## src/sv/s2c_pkg.sv

```systemverilog
`timescale 1ns / 1ps

package s2c_pkg;

    // Side-band that rides along the era divider
    typedef struct packed {
        logic       neg;      // dividend was negative, quotient/remainder need flooring fix
        logic [6:0] sub_sec;  // seconds below the 128-second unit
    } s2c_side_t;

    // One converted timestamp
    typedef struct packed {
        logic [23:0] year;
        logic [3:0]  month;
        logic [4:0]  mday;
        logic [4:0]  hour;
        logic [5:0]  minute;
        logic [5:0]  second;
        logic [2:0]  wday;
    } s2c_dt_t;

    // Time is handled in 128-second units: one day = 675 units
    localparam logic [9:0]  DAY_SUBS   = 10'd675;
    // One 400-year era in 128-second units (146097 * 675)
    localparam logic [26:0] ERA_SUBS   = 27'd98615475;
    // Shift of the epoch to 0000-03-01 in 128-second units (719468 * 675)
    localparam logic [29:0] EPOCH_SUBS = 30'd485640900;

    localparam logic [23:0] ERA_YEARS  = 24'd400;
    localparam logic [16:0] HOUR_SECS  = 17'd3600;
    localparam logic [11:0] MIN_SECS   = 12'd60;
    localparam logic [17:0] YEAR_DAYS  = 18'd365;
    localparam logic [17:0] WEEK_DAYS  = 18'd7;
    // Day of era 0 is a Wednesday; (doe + 3) mod 7 gives 0 = Sunday
    localparam logic [17:0] WD_OFFSET  = 18'd3;

    // Century boundaries inside an era (day of era)
    localparam logic [17:0] CENT1 = 18'd36524;
    localparam logic [17:0] CENT2 = 18'd73048;
    localparam logic [17:0] CENT3 = 18'd109572;

    // March-based month index of January
    localparam logic [3:0] MP_JAN = 4'd10;

    // Reciprocals for exact division by constants: q = (x * RECIP) >> shift
    localparam logic [27:0] DOE_RECIP  = 28'((64'd1 << 37) / 64'd675 + 64'd1);
    localparam logic [13:0] HOUR_RECIP = 14'((64'd1 << 21) / 64'd225 + 64'd1);
    localparam logic [10:0] MIN_RECIP  = 11'((64'd1 << 14) / 64'd15 + 64'd1);
    localparam logic [16:0] Q4Y_RECIP  = 17'((64'd1 << 25) / 64'd365 + 64'd1);
    localparam logic [18:0] YEAR_RECIP = 19'((64'd1 << 27) / 64'd365 + 64'd1);
    localparam logic [7:0]  CENT_RECIP = 8'((64'd1 << 12) / 64'd25 + 64'd1);
    localparam logic [11:0] MP_RECIP   = 12'((64'd1 << 19) / 64'd153 + 64'd1);
    localparam logic [18:0] WD_RECIP   = 19'((64'd1 << 21) / 64'd7 + 64'd1);

    // First day of year (March based) for each month index
    function automatic logic [8:0] month_start(input logic [3:0] mp);
        logic [8:0] s;
        case (mp)
            4'd0:    s = 9'd0;
            4'd1:    s = 9'd31;
            4'd2:    s = 9'd61;
            4'd3:    s = 9'd92;
            4'd4:    s = 9'd122;
            4'd5:    s = 9'd153;
            4'd6:    s = 9'd184;
            4'd7:    s = 9'd214;
            4'd8:    s = 9'd245;
            4'd9:    s = 9'd275;
            4'd10:   s = 9'd306;
            4'd11:   s = 9'd337;
            default: s = 9'd0;
        endcase
        return s;
    endfunction

endpackage

```

## src/sv/s2c_era_div.sv

```systemverilog
`timescale 1ns / 1ps

// Restoring divider by the era length, one quotient bit per pipeline stage
module s2c_era_div #(
    parameter int QW = 15
) (
    input  logic                clk,
    input  logic                rst_n,
    input  logic                in_vld,
    input  s2c_pkg::s2c_side_t  in_side,
    input  logic [26:0]         in_rem,
    input  logic [QW-1:0]       in_dq,
    output logic                out_vld,
    output s2c_pkg::s2c_side_t  out_side,
    output logic [QW-1:0]       quot,
    output logic [26:0]         rem
);

    logic [26:0]        rem_reg  [QW];
    logic [QW-1:0]      dq_reg   [QW];
    s2c_pkg::s2c_side_t side_reg [QW];
    logic [QW-1:0]      vld_reg;

    logic [26:0]        rem_cur  [QW];
    logic [QW-1:0]      dq_cur   [QW];
    logic [27:0]        trial    [QW];
    logic               take     [QW];
    logic [26:0]        rem_next [QW];
    logic [QW-1:0]      dq_next  [QW];

    // Stage inputs: module inputs for the first stage, previous stage otherwise
    always_comb
    begin
        rem_cur[0] = in_rem;
        dq_cur[0]  = in_dq;
        for (int i = 1; i < QW; i++)
        begin
            rem_cur[i] = rem_reg[i-1];
            dq_cur[i]  = dq_reg[i-1];
        end
    end

    // One trial subtract per stage; dq shifts dividend bits out, quotient bits in
    always_comb
    begin
        for (int i = 0; i < QW; i++)
        begin
            trial[i]    = {rem_cur[i], dq_cur[i][QW-1]};
            take[i]     = trial[i] >= {1'b0, s2c_pkg::ERA_SUBS};
            rem_next[i] = take[i] ? 27'(trial[i] - {1'b0, s2c_pkg::ERA_SUBS})
                                  : trial[i][26:0];
            dq_next[i]  = {dq_cur[i][QW-2:0], take[i]};
        end
    end

    // Valid bits
    always_ff @(posedge clk or negedge rst_n)
    begin
        if (!rst_n)
            vld_reg <= '0;
        else
            vld_reg <= {vld_reg[QW-2:0], in_vld};
    end

    // Payload stages
    always_ff @(posedge clk)
    begin
        side_reg[0] <= in_side;
        for (int i = 1; i < QW; i++)
            side_reg[i] <= side_reg[i-1];
        for (int i = 0; i < QW; i++)
        begin
            rem_reg[i] <= rem_next[i];
            dq_reg[i]  <= dq_next[i];
        end
    end

    assign out_vld  = vld_reg[QW-1];
    assign out_side = side_reg[QW-1];
    assign quot     = dq_reg[QW-1];
    assign rem      = rem_reg[QW-1];

endmodule

```

## src/sv/s2c_date.sv

```systemverilog
`timescale 1ns / 1ps

// Era quotient and remainder to civil date, time of day and weekday (9 stages)
module s2c_date #(
    parameter int QW = 15
) (
    input  logic                clk,
    input  logic                rst_n,
    input  logic                div_vld,
    input  s2c_pkg::s2c_side_t  div_side,
    input  logic [QW-1:0]       quot,
    input  logic [26:0]         rem,
    output logic                res_vld,
    output s2c_pkg::s2c_dt_t    res
);

    logic [8:0] vld_reg;

    // Stage 1: floor fix for negative dividends
    logic signed [QW:0] era_s;
    logic [23:0] p1_era_reg;
    logic [26:0] p1_r_reg;
    logic [6:0]  p1_sub_reg;

    // Stage 2: day of era
    logic [54:0] doe_prod;
    logic [17:0] p2_doe_reg;
    logic [26:0] p2_r_reg;
    logic [6:0]  p2_sub_reg;
    logic [23:0] p2_y400_reg;

    // Stage 3: second of day, leap corrections, weekday quotient
    logic [26:0] doe_subs;
    logic [26:0] sod_hi;
    logic [32:0] q4y_prod;
    logic [17:0] wd_x3;
    logic [36:0] wd_prod;
    logic [1:0]  cent_n;
    logic [16:0] p3_sod_reg;
    logic [17:0] p3_doe_reg;
    logic [6:0]  p3_q4y_reg;
    logic [1:0]  p3_cent_reg;
    logic [14:0] p3_wq_reg;
    logic [23:0] p3_y400_reg;

    // Stage 4: hour, year-of-era numerator, weekday
    logic [26:0] hr_prod;
    logic [17:0] wd_x4;
    logic [17:0] wd_diff;
    logic [4:0]  p4_hour_reg;
    logic [16:0] p4_sod_reg;
    logic [17:0] p4_t_reg;
    logic [17:0] p4_doe_reg;
    logic [2:0]  p4_wd_reg;
    logic [23:0] p4_y400_reg;

    // Stage 5: seconds within the hour, year of era
    logic [16:0] remh_w;
    logic [36:0] yoe_prod;
    logic [11:0] p5_remh_reg;
    logic [8:0]  p5_yoe_reg;
    logic [17:0] p5_doe_reg;
    logic [4:0]  p5_hour_reg;
    logic [2:0]  p5_wd_reg;
    logic [23:0] p5_y400_reg;

    // Stage 6: minute, year-of-era terms
    logic [20:0] min_prod;
    logic [14:0] cen_prod;
    logic [5:0]  p6_min_reg;
    logic [1:0]  p6_y100_reg;
    logic [17:0] p6_y365_reg;
    logic [11:0] p6_remh_reg;
    logic [8:0]  p6_yoe_reg;
    logic [17:0] p6_doe_reg;
    logic [4:0]  p6_hour_reg;
    logic [2:0]  p6_wd_reg;
    logic [23:0] p6_y400_reg;

    // Stage 7: second, day of year
    logic [11:0] sec_w;
    logic [17:0] doy_w;
    logic [5:0]  p7_sec_reg;
    logic [8:0]  p7_doy_reg;
    logic [8:0]  p7_yoe_reg;
    logic [4:0]  p7_hour_reg;
    logic [5:0]  p7_min_reg;
    logic [2:0]  p7_wd_reg;
    logic [23:0] p7_y400_reg;

    // Stage 8: March-based month
    logic [10:0] mp_x;
    logic [22:0] mp_prod;
    logic [3:0]  p8_mp_reg;
    logic [8:0]  p8_doy_reg;
    logic [23:0] p8_ybase_reg;
    logic [4:0]  p8_hour_reg;
    logic [5:0]  p8_min_reg;
    logic [5:0]  p8_sec_reg;
    logic [2:0]  p8_wd_reg;

    // Stage 9: output
    logic [8:0]        mday_w;
    s2c_pkg::s2c_dt_t  res_next;
    s2c_pkg::s2c_dt_t  res_reg;

    // Valid bits
    always_ff @(posedge clk or negedge rst_n)
    begin
        if (!rst_n)
            vld_reg <= '0;
        else
            vld_reg <= {vld_reg[7:0], div_vld};
    end

    // Stage 1
    assign era_s = {div_side.neg, quot ^ {QW{div_side.neg}}};

    always_ff @(posedge clk)
    begin
        p1_era_reg <= 24'(era_s);
        p1_r_reg   <= div_side.neg ? (s2c_pkg::ERA_SUBS - 27'd1 - rem) : rem;
        p1_sub_reg <= div_side.sub_sec;
    end

    // Stage 2
    assign doe_prod = 55'(p1_r_reg) * 55'(s2c_pkg::DOE_RECIP);

    always_ff @(posedge clk)
    begin
        p2_doe_reg  <= doe_prod[37 +: 18];
        p2_r_reg    <= p1_r_reg;
        p2_sub_reg  <= p1_sub_reg;
        p2_y400_reg <= p1_era_reg * s2c_pkg::ERA_YEARS;
    end

    // Stage 3
    assign doe_subs = 27'(p2_doe_reg) * 27'(s2c_pkg::DAY_SUBS);
    assign sod_hi   = p2_r_reg - doe_subs;
    assign q4y_prod = 33'(p2_doe_reg[17:2]) * 33'(s2c_pkg::Q4Y_RECIP);
    assign wd_x3    = p2_doe_reg + s2c_pkg::WD_OFFSET;
    assign wd_prod  = 37'(wd_x3) * 37'(s2c_pkg::WD_RECIP);
    // Centuries passed in the era, with the last day of the era kept in century 3
    assign cent_n   = 2'(p2_doe_reg >= s2c_pkg::CENT1) + 2'(p2_doe_reg >= s2c_pkg::CENT2)
                    + 2'(p2_doe_reg >= s2c_pkg::CENT3);

    always_ff @(posedge clk)
    begin
        p3_sod_reg  <= {sod_hi[9:0], p2_sub_reg};
        p3_doe_reg  <= p2_doe_reg;
        p3_q4y_reg  <= q4y_prod[25 +: 7];
        p3_cent_reg <= cent_n;
        p3_wq_reg   <= wd_prod[21 +: 15];
        p3_y400_reg <= p2_y400_reg;
    end

    // Stage 4
    assign hr_prod = 27'(p3_sod_reg[16:4]) * 27'(s2c_pkg::HOUR_RECIP);
    assign wd_x4   = p3_doe_reg + s2c_pkg::WD_OFFSET;
    assign wd_diff = wd_x4 - 18'(p3_wq_reg) * s2c_pkg::WEEK_DAYS;

    always_ff @(posedge clk)
    begin
        p4_hour_reg <= hr_prod[21 +: 5];
        p4_sod_reg  <= p3_sod_reg;
        p4_t_reg    <= p3_doe_reg - 18'(p3_q4y_reg) + 18'(p3_cent_reg);
        p4_doe_reg  <= p3_doe_reg;
        p4_wd_reg   <= wd_diff[2:0];
        p4_y400_reg <= p3_y400_reg;
    end

    // Stage 5
    assign remh_w   = p4_sod_reg - 17'(p4_hour_reg) * s2c_pkg::HOUR_SECS;
    assign yoe_prod = 37'(p4_t_reg) * 37'(s2c_pkg::YEAR_RECIP);

    always_ff @(posedge clk)
    begin
        p5_remh_reg <= remh_w[11:0];
        p5_yoe_reg  <= yoe_prod[27 +: 9];
        p5_doe_reg  <= p4_doe_reg;
        p5_hour_reg <= p4_hour_reg;
        p5_wd_reg   <= p4_wd_reg;
        p5_y400_reg <= p4_y400_reg;
    end

    // Stage 6
    assign min_prod = 21'(p5_remh_reg[11:2]) * 21'(s2c_pkg::MIN_RECIP);
    assign cen_prod = 15'(p5_yoe_reg[8:2]) * 15'(s2c_pkg::CENT_RECIP);

    always_ff @(posedge clk)
    begin
        p6_min_reg  <= min_prod[14 +: 6];
        p6_y100_reg <= cen_prod[12 +: 2];
        p6_y365_reg <= 18'(p5_yoe_reg) * s2c_pkg::YEAR_DAYS;
        p6_remh_reg <= p5_remh_reg;
        p6_yoe_reg  <= p5_yoe_reg;
        p6_doe_reg  <= p5_doe_reg;
        p6_hour_reg <= p5_hour_reg;
        p6_wd_reg   <= p5_wd_reg;
        p6_y400_reg <= p5_y400_reg;
    end

    // Stage 7
    assign sec_w = p6_remh_reg - 12'(p6_min_reg) * s2c_pkg::MIN_SECS;
    assign doy_w = p6_doe_reg
                 - (p6_y365_reg + 18'(p6_yoe_reg[8:2]) - 18'(p6_y100_reg));

    always_ff @(posedge clk)
    begin
        p7_sec_reg  <= sec_w[5:0];
        p7_doy_reg  <= doy_w[8:0];
        p7_yoe_reg  <= p6_yoe_reg;
        p7_hour_reg <= p6_hour_reg;
        p7_min_reg  <= p6_min_reg;
        p7_wd_reg   <= p6_wd_reg;
        p7_y400_reg <= p6_y400_reg;
    end

    // Stage 8: mp = (5 * doy + 2) / 153
    assign mp_x    = {p7_doy_reg, 2'b00} + 11'(p7_doy_reg) + 11'd2;
    assign mp_prod = 23'(mp_x) * 23'(s2c_pkg::MP_RECIP);

    always_ff @(posedge clk)
    begin
        p8_mp_reg    <= mp_prod[19 +: 4];
        p8_doy_reg   <= p7_doy_reg;
        p8_ybase_reg <= p7_y400_reg + 24'(p7_yoe_reg);
        p8_hour_reg  <= p7_hour_reg;
        p8_min_reg   <= p7_min_reg;
        p8_sec_reg   <= p7_sec_reg;
        p8_wd_reg    <= p7_wd_reg;
    end

    // Stage 9: month, day, and year bump for January and February
    assign mday_w = p8_doy_reg - s2c_pkg::month_start(p8_mp_reg) + 9'd1;

    always_comb
    begin
        res_next.year   = p8_ybase_reg + 24'(p8_mp_reg >= s2c_pkg::MP_JAN);
        res_next.month  = (p8_mp_reg < s2c_pkg::MP_JAN) ? (p8_mp_reg + 4'd3)
                                                         : (p8_mp_reg - 4'd9);
        res_next.mday   = mday_w[4:0];
        res_next.hour   = p8_hour_reg;
        res_next.minute = p8_min_reg;
        res_next.second = p8_sec_reg;
        res_next.wday   = p8_wd_reg;
    end

    always_ff @(posedge clk)
    begin
        res_reg <= res_next;
    end

    assign res_vld = vld_reg[8];
    assign res     = res_reg;

endmodule

```

## src/sv/seconds_to_civil_datetime.sv

```systemverilog
`timescale 1ns / 1ps

// Channel  Dir  Signals                                   Transfer
// input    in   start, busy, epoch_seconds                start && !busy at clk rise
// result   out  done, year, month, day_of_month, hour,    done high for one cycle
//               minute, second, weekday
//
// One transfer per cycle in, one result per cycle out, in order.
// Pipeline: an input stage, the era divider with one quotient bit per stage, and
// nine date stages.
// rst_n clears all valid bits at once; items in flight are dropped.
// busy is always low and the pipeline never holds: results cannot be stalled.
module seconds_to_civil_datetime #(
    parameter int SECONDS_WIDTH = 48
) (
    input  logic                            clk,
    input  logic                            rst_n,
    input  logic                            start,
    output logic                            busy,
    input  logic signed [SECONDS_WIDTH-1:0] epoch_seconds,
    output logic                            done,
    output logic signed [23:0]              year,
    output logic        [3:0]               month,
    output logic        [4:0]               day_of_month,
    output logic        [4:0]               hour,
    output logic        [5:0]               minute,
    output logic        [5:0]               second,
    output logic        [2:0]               weekday
);

    localparam int SH_W = SECONDS_WIDTH - 7;
    localparam int OFS_W = $bits(s2c_pkg::EPOCH_SUBS);
    localparam int AW = ((SH_W > OFS_W) ? SH_W : OFS_W) + 1;
    localparam int BW = AW - 1;
    localparam int QW = BW - ($bits(s2c_pkg::ERA_SUBS) - 1);
    localparam int LAT = QW + 10;

    logic [AW-1:0]       epoch_adj;
    logic                in_vld_reg;
    logic [BW-1:0]       in_b_reg;
    s2c_pkg::s2c_side_t  in_side_reg;

    logic                div_vld;
    s2c_pkg::s2c_side_t  div_side;
    logic [QW-1:0]       div_quot;
    logic [26:0]         div_rem;

    logic                res_vld;
    s2c_pkg::s2c_dt_t    res;

    assign busy = 1'b0;

    // Time in 128-second units, moved to the 0000-03-01 epoch
    assign epoch_adj = AW'($signed(epoch_seconds[SECONDS_WIDTH-1:7]))
                     + AW'(s2c_pkg::EPOCH_SUBS);

    always_ff @(posedge clk or negedge rst_n)
    begin
        if (!rst_n)
            in_vld_reg <= 1'b0;
        else
            in_vld_reg <= start && !busy;
    end

    // Negative values are complemented; the date stages undo it for a floored result
    always_ff @(posedge clk)
    begin
        in_b_reg            <= epoch_adj[BW-1:0] ^ {BW{epoch_adj[AW-1]}};
        in_side_reg.neg     <= epoch_adj[AW-1];
        in_side_reg.sub_sec <= epoch_seconds[6:0];
    end

    s2c_era_div #(
        .QW (QW)
    ) u_div (
        .clk      (clk),
        .rst_n    (rst_n),
        .in_vld   (in_vld_reg),
        .in_side  (in_side_reg),
        .in_rem   ({1'b0, in_b_reg[BW-1:QW]}),
        .in_dq    (in_b_reg[QW-1:0]),
        .out_vld  (div_vld),
        .out_side (div_side),
        .quot     (div_quot),
        .rem      (div_rem)
    );

    s2c_date #(
        .QW (QW)
    ) u_date (
        .clk      (clk),
        .rst_n    (rst_n),
        .div_vld  (div_vld),
        .div_side (div_side),
        .quot     (div_quot),
        .rem      (div_rem),
        .res_vld  (res_vld),
        .res      (res)
    );

    assign done         = res_vld;
    assign year         = res.year;
    assign month        = res.month;
    assign day_of_month = res.mday;
    assign hour         = res.hour;
    assign minute       = res.minute;
    assign second       = res.second;
    assign weekday      = res.wday;

    // Every accepted item comes out as a result on done
    a_latency: assert property (@(posedge clk) disable iff (!rst_n)
        (start && !busy) |-> ##LAT done)
        else $error("result missing after fixed latency");

    // No result without an accepted item
    a_no_spurious: assert property (@(posedge clk) disable iff (!rst_n)
        done |-> $past(start && !busy, LAT))
        else $error("result without matching input");

    // Result fields within their calendar ranges
    a_ranges: assert property (@(posedge clk) disable iff (!rst_n)
        done |-> (month >= 4'd1) && (month <= 4'd12) && (day_of_month >= 5'd1)
                 && (hour <= 5'd23) && (minute <= 6'd59) && (second <= 6'd59)
                 && (weekday <= 3'd6))
        else $error("result field out of range");

endmodule

```

## config.mk

```make
export PLATFORM = sky130hd
export DESIGN_NAME = seconds_to_civil_datetime
export DESIGN_NICKNAME = d
export VERILOG_FILES = /design/src/sv/s2c_pkg.sv /design/src/sv/s2c_era_div.sv /design/src/sv/s2c_date.sv /design/src/sv/seconds_to_civil_datetime.sv
export SDC_FILE = /design/constraint.sdc
export NUM_CORES = 2
export LEC_CHECK = 0
export BUFFER_PORTS_ARGS = -buffer_cell sky130_fd_sc_hd__buf_4
export CELL_PAD_IN_SITES_DETAIL_PLACEMENT = 0
export CELL_PAD_IN_SITES_GLOBAL_PLACEMENT = 1
export CORE_MARGIN = 5
export CORE_UTILIZATION = 50
export DETAILED_ROUTE_END_ITERATION = 7
export HOLD_SLACK_MARGIN = 0.12
export PLACE_DENSITY_LB_ADDON = 0.12
export SLEW_MARGIN = 5
export SYNTH_ARGS = -nofsm -noshare
export SYNTH_HDL_FRONTEND = slang
export SYNTH_HIERARCHICAL = 1
export SYNTH_SLANG_ARGS = --single-unit
```

## constraint.sdc

```tcl
create_clock -name clk -period 8.56 [get_ports clk]
set_input_delay 0.428 -clock clk [delete_from_list [all_inputs] [get_ports clk]]
set_output_delay 0.428 -clock clk [all_outputs]
set_load 0.05 [all_outputs]
```

Word-level counts from Yosys, hierarchy flattened
Memories as Yosys holds them, arrays and structs flattened. A register that Yosys moved wholly into a read port is not among the register bits.
Cells that the tools add are included.
- bits in registers: 616
- bits in writable memories: 750
- ROM bits: 144
- input bits: 51
- output and inout bits: 55
- word-level logic and storage cells: 156
- memories: 4
- add/subtract/negate cells: 38
- $mul: 14
- $lt $le $gt $ge: 20
- multiplexer cells: 17
- bitwise operators: 2
- memories (memory ; depth ; bits a word ; read ports ; clocked after memory_dff ; wr ports ; RTL line ; source):
    u_div.rem_reg ; 15 ; 27 ; 15 ; 0 ; 15 ; s2c_era_div.sv:19 ; logic [26:0] rem_reg [QW];
    u_div.dq_reg ; 15 ; 15 ; 15 ; 0 ; 15 ; s2c_era_div.sv:20 ; logic [QW-1:0] dq_reg [QW];
    (name not given) ; 16 ; 9 ; 1 ; 1 ; 0 ; s2c_pkg.sv:58 ; case (mp)
    u_div.side_reg ; 15 ; 8 ; 15 ; 0 ; 15 ; s2c_era_div.sv:21 ; s2c_pkg::s2c_side_t side_reg [QW];
- operators with widths (cell ; number):
    27-bit 2-to-1 mux ; 16
    27-bit subtractor (second input constant) ; 15
    28-bit by 27-bit greater-or-equal comparator with 1-bit output (second input constant) ; 14
    27-bit by 28-bit multiplier with 55-bit output (second input constant) ; 1
    41-bit by 30-bit adder with 42-bit output (second input constant) ; 1
    41-bit bitwise XOR ; 1
    18-bit by 17-bit greater-or-equal comparator with 1-bit output (second input constant) ; 2
    18-bit by 18-bit multiplier with 35-bit output (second input constant) ; 1
    18-bit by 16-bit multiplier with 33-bit output (second input constant) ; 1
    16-bit by 16-bit multiplier with 31-bit output (second input constant) ; 1
    27-bit greater-or-equal comparator (second input constant) ; 1
    27-bit subtractor (first input constant) ; 1
    13-bit by 14-bit multiplier with 26-bit output (second input constant) ; 1
    24-bit by 1-bit adder with 24-bit output ; 1
    24-bit by 9-bit adder with 24-bit output ; 1
    24-bit by 5-bit multiplier with 20-bit output (second input constant) ; 1
    11-bit by 12-bit multiplier with 23-bit output (second input constant) ; 1
    10-bit by 11-bit multiplier with 20-bit output (second input constant) ; 1
    18-bit by 2-bit adder with 18-bit output ; 1
    18-bit by 2-bit adder with 18-bit output (second input constant) ; 1
    18-bit by 16-bit greater-or-equal comparator with 1-bit output (second input constant) ; 1
    18-bit by 10-bit multiplier with 10-bit output (second input constant) ; 1
    18-bit by 7-bit subtractor with 18-bit output ; 1
    15-bit by 3-bit multiplier with 3-bit output (second input constant) ; 1
    other kinds (24) ; 24

Logic depth before layout (Yosys ltp)
- depth in word-level cells: 3
- depth in mapped cells: 28
- gate-level depth less buffers: 28

Cells and area by module
The synthesis kept the hierarchy.
- by module, submodules not included (module ; instances ; cells each ; area each (um^2) ; seq. area each (um^2)):
    s2c_date ; 1 ; 4157 ; 45919.0 ; 10895.4
    s2c_era_div ; 1 ; 2235 ; 25204.2 ; 15389.8
    seconds_to_civil_datetime ; 1 ; 223 ; 2240.9 ; 1006.0

Worst setup path before layout
No wires, ideal clock.
- path type: reg2reg
- from: register u_date.p7_doy_reg[0]
- to: register with a tool-made name
- library setup time: 0.128 ns
- arrival time: 6.240 ns
- required time: 8.432 ns
- slack: 2.192 ns
- cell stages (with the launch flop): 29
- cells stage by stage: dfxtp_1 -> ha_1 -> a21oi_1 -> nor2b_1 -> o31a_1 -> o21a_1 -> and2_1 -> o21ai_0 -> xnor2_1 -> ha_1 -> inv_1 -> fa_1 -> inv_1 -> fa_1 -> fa_1 -> fa_1 -> inv_1 -> ha_1 -> nand3_1 -> a211oi_1 -> a211o_1 -> a31o_2 -> a21o_1 -> a21o_1 -> xnor2_1 -> inv_1 -> ha_1 -> o211ai_1 -> o31ai_1
- RTL lines (what ; RTL line ; source):
    start, declared ; s2c_date.sv:84 ; logic [8:0] p7_doy_reg;
    start signal, assigned ; s2c_date.sv:211 ; p7_doy_reg <= doy_w[8:0];

Final worst setup path
- from: register u_date.p1_r_reg[14]
- to: register u_date.p2_doe_reg[13]
- word-level cells in the longest chain between the ends: 1
- ends and longest elaborated chain (what ; RTL line ; source):
    start, declared ; s2c_date.sv:22 ; logic [26:0] p1_r_reg;
    start signal, assigned ; s2c_date.sv:122 ; p1_r_reg <= div_side.neg ? (s2c_pkg::ERA_SUBS - 27'd1 - rem) : rem;
    27-bit by 28-bit multiplier with 55-bit output ; s2c_date.sv:127 ; assign doe_prod = 55'(p1_r_reg) * 55'(s2c_pkg::DOE_RECIP);
    named net u_date.doe_prod[50] ; s2c_date.sv:26 ; logic [54:0] doe_prod;
    end signal, assigned ; s2c_date.sv:131 ; p2_doe_reg <= doe_prod[37 +: 18];
    end, declared ; s2c_date.sv:27 ; logic [17:0] p2_doe_reg;
The timed path passes the listed nets, and every way through them passes these cells.

==> run summary <==
Outcome - finished clean
Initial DRC Count - 1607
Layout area overhead - 12.1%
CP bufs+invs - 4
Post-Route Setup TNS - 0 ns
H-Tree Depth - 4
Final nets - 8606
Grt ovf - 0
Most common cell after layout, fill and taps aside - dfxtp_1
CP Max Fanout - 10
Ant diodes - 0
Post-synth EDFFs - 0
RSZ-0062 raised after global routing - false
Crit path cell chain - ha_1, ha_1, inv_1, fa_1, inv_1, fa_1, inv_1, fa_1, inv_1, fa_1, fa_1, ha_1, nand4_1, nor3_1, nand4_1, a2111oi_2, o2111ai_1, a21oi_2, nand2_1, a311oi_2, a221oi_1, xnor2_1
Sequential fraction of the synthesis area - 0.372
Crit path time final - 7.05 ns
CP endpoint kind - flop
GP Congestion - 0.908
Critical path's most frequent cell - fa_1
Die Span X - 393 microns
Initial Util - 0.503
Number of global-route vias before repair - 45900
Row count - 140
Mapped Area - 73400 sq um
Required time worst endpoint - 9.18 ns
Die area - 154000 sq um
Syn Area/Cell - 11.1 sq um
Final number of max-transition violations - 0
Post-Route WL - 141000 microns
Clock Latency Late Sink - 0.77 ns
Post-synth ARST share - 0.0184
Tcrit/Tclk final - 0.823
Crit-path slowest cell - dfxtp_1
Final setup viols - 0
# port buffers - 104
GRT Total Usage - 0.189
Initial antenna violation count - 2
Top-Level Pins - 106
CTS Buffer Depth - 3
TritonCTS buffer count - 144
Final Skew - 0.0566 ns
Crit-path max cell delay - 0.73 ns
Core box area - 146000 sq um
Slew @ Worst Pin - 1.09 ns
Detailed Place HPWL - 114000 microns
Yosys reg bits - 1357
Pin count of the biggest net entering global routing - 43
Die Ht - 393 microns
Mapped Cells - 6615
Worst min-delay path class - reg2reg
Post-synth top flop - dfxtp_1
First-pass GRT wire length - 236000 microns
Via-to-Cell Ratio - 4.93
Netlist cell types - 100
CTS Sinks - 1357
Fmax achieved - 0.142 GHz
Most frequent cells in the layout - 1331 x dfxtp_1, 1099 x ha_1, 1038 x inv_1
Root Driver - clkbuf_16
DRC - 0
Startpoint types - flop
Layout cells sized above 1 - 0.0631
Average routed wire per standard cell - 15.8 microns
CTS tree - built
Final Hold Viols - 0
Max FFs per register - 405
CP top delay family - adder cells
Yosys warning count - 6
Critical path class - reg2reg
Critical Path AT - 7.67 ns
Slew HR - 0.269
Remaining antenna violation count - 0
Vias - 44000
TritonRoute pass-1 iters - 7
Max-cap violation count - 0
Clock Pin Slew Worst Setup and Hold Paths - 0.07 ns
## stage by stage
stage | hold slack [ns] | setup slack (ns) | cells | area (sq um) | utilization
2_1_floorplan | 0.132 | 2.19 | 6617 | 73400 | -
3_3_place_gp | 0.310 | 1.62 | 8596 | 76300 | 0.524
3_5_place_dp | 0.312 | 1.52 | 8596 | 76300 | 0.524
4_1_cts | 0.221 | 1.50 | 8925 | 82200 | 0.564
5_1_grt | 0.264 | 1.09 | 8925 | 82200 | 0.564
6_report | 0.286 | 1.51 | 8925 | 82200 | 0.564
## area by class of cell
type / count / area (sq um)
Tap cell: 1917 / 2400
Fill cell: 12600 / 63500
Multi-Input combinational cell: 4164 / 41800
Timing Repair Buffer: 181 / 1530
Clock inverter: 64 / 1080
Sequential cell: 1357 / 27300
Inverter: 1044 / 3920
Clock buffer: 198 / 4150
## final timing paths
kind | end | cells after the start | startpoint | slack, ns
max | u_date/p2_doe_reg[13]$_DFF_P_ | 22 | u_date/p1_r_reg[14]$_DFF_P_ | 1.51
min | u_date/p6_doe_reg[6]$_DFF_P_ | 0 | u_date/p5_doe_reg[6]$_DFF_P_ | 0.29
max reg2reg | u_date/p2_doe_reg[13]$_DFF_P_ | 22 | u_date/p1_r_reg[14]$_DFF_P_ | 1.51
min reg2reg | u_date/p6_doe_reg[6]$_DFF_P_ | 0 | u_date/p5_doe_reg[6]$_DFF_P_ | 0.29
max in group asynchronous | u_date/vld_reg[8]$_DFF_PN0_ | 3 | rst_n | 6.94
min in group asynchronous | u_div/vld_reg[7]$_DFF_PN0_ | 3 | rst_n | 0.96
## per-layer routing
layer,vias to the layer above,wire [microns],part of all wire,global-route usage
met5,-,0,0,0
met4,0,4300,0.031,0.0600
met3,202,4630,0.033,0.0301
met2,541,66600,0.47,0.321
met1,21000,65300,0.46,0.249
li1,22300,-,-,-
## cell families (layout without fill, tap and decap cells)
group                      after synthesis  in the layout  share of synthesized area
AOI/OAI and AO/OA                      698            698                     0.0643
DFF                                   1357           1357                      0.372
xor gates and xnor gates               721            721                     0.0862
buffers and inverters                 1096           1487                     0.0580
muxes                                   16             16                    0.00237
adders and majority gates             1663           1663                      0.341
other                                    1              3                  0.0000511
and+or+nand+nor                       1063           1063                     0.0758
## synthesized netlist by cell type (12+ instances only)
library cell  instances  area (sq um)
dfxtp_1            1332         26700
buf_2                20           100
nor4_1               42           263
nor2b_1              25           156
dfrtp_1              25           626
ha_1               1099         13800
or4_1                23           173
or2_2                13          81.3
o211ai_1             22           165
o31ai_1              19           143
o21ai_1              12          60.1
nand4_1              47           294
nor4b_1              13           114
and4_1               16           140
and3_1               53           332
nor2_1              212           796
or3_1                32           200
a211o_1              22           193
a21o_1               75           563
o21bai_1             23           173
nand2_1             250           938
xnor2_1             439          3840
nand3b_1             14           105
xor2_1              281          2460
nand3_1             109           546
a21oi_1             157           786
fa_1                564         11300
nor3_1               98           490
inv_1              1038          3900
and2_1               24           150
o21a_1               25           188
a31oi_1              50           313
a211oi_1             35           263
o21ai_0             134           671
nand2b_1             37           231
## what timing repair did
item / CTS / global route
setup buffers: 0 / 0
hold buffers: 67 / 0
endpoints found under the hold margin: 74 / 0
gates resized for setup: 0 / 0
Power is not shown: default switching activity piles up to over one toggle a cycle in this logic, so the estimate is an artifact.
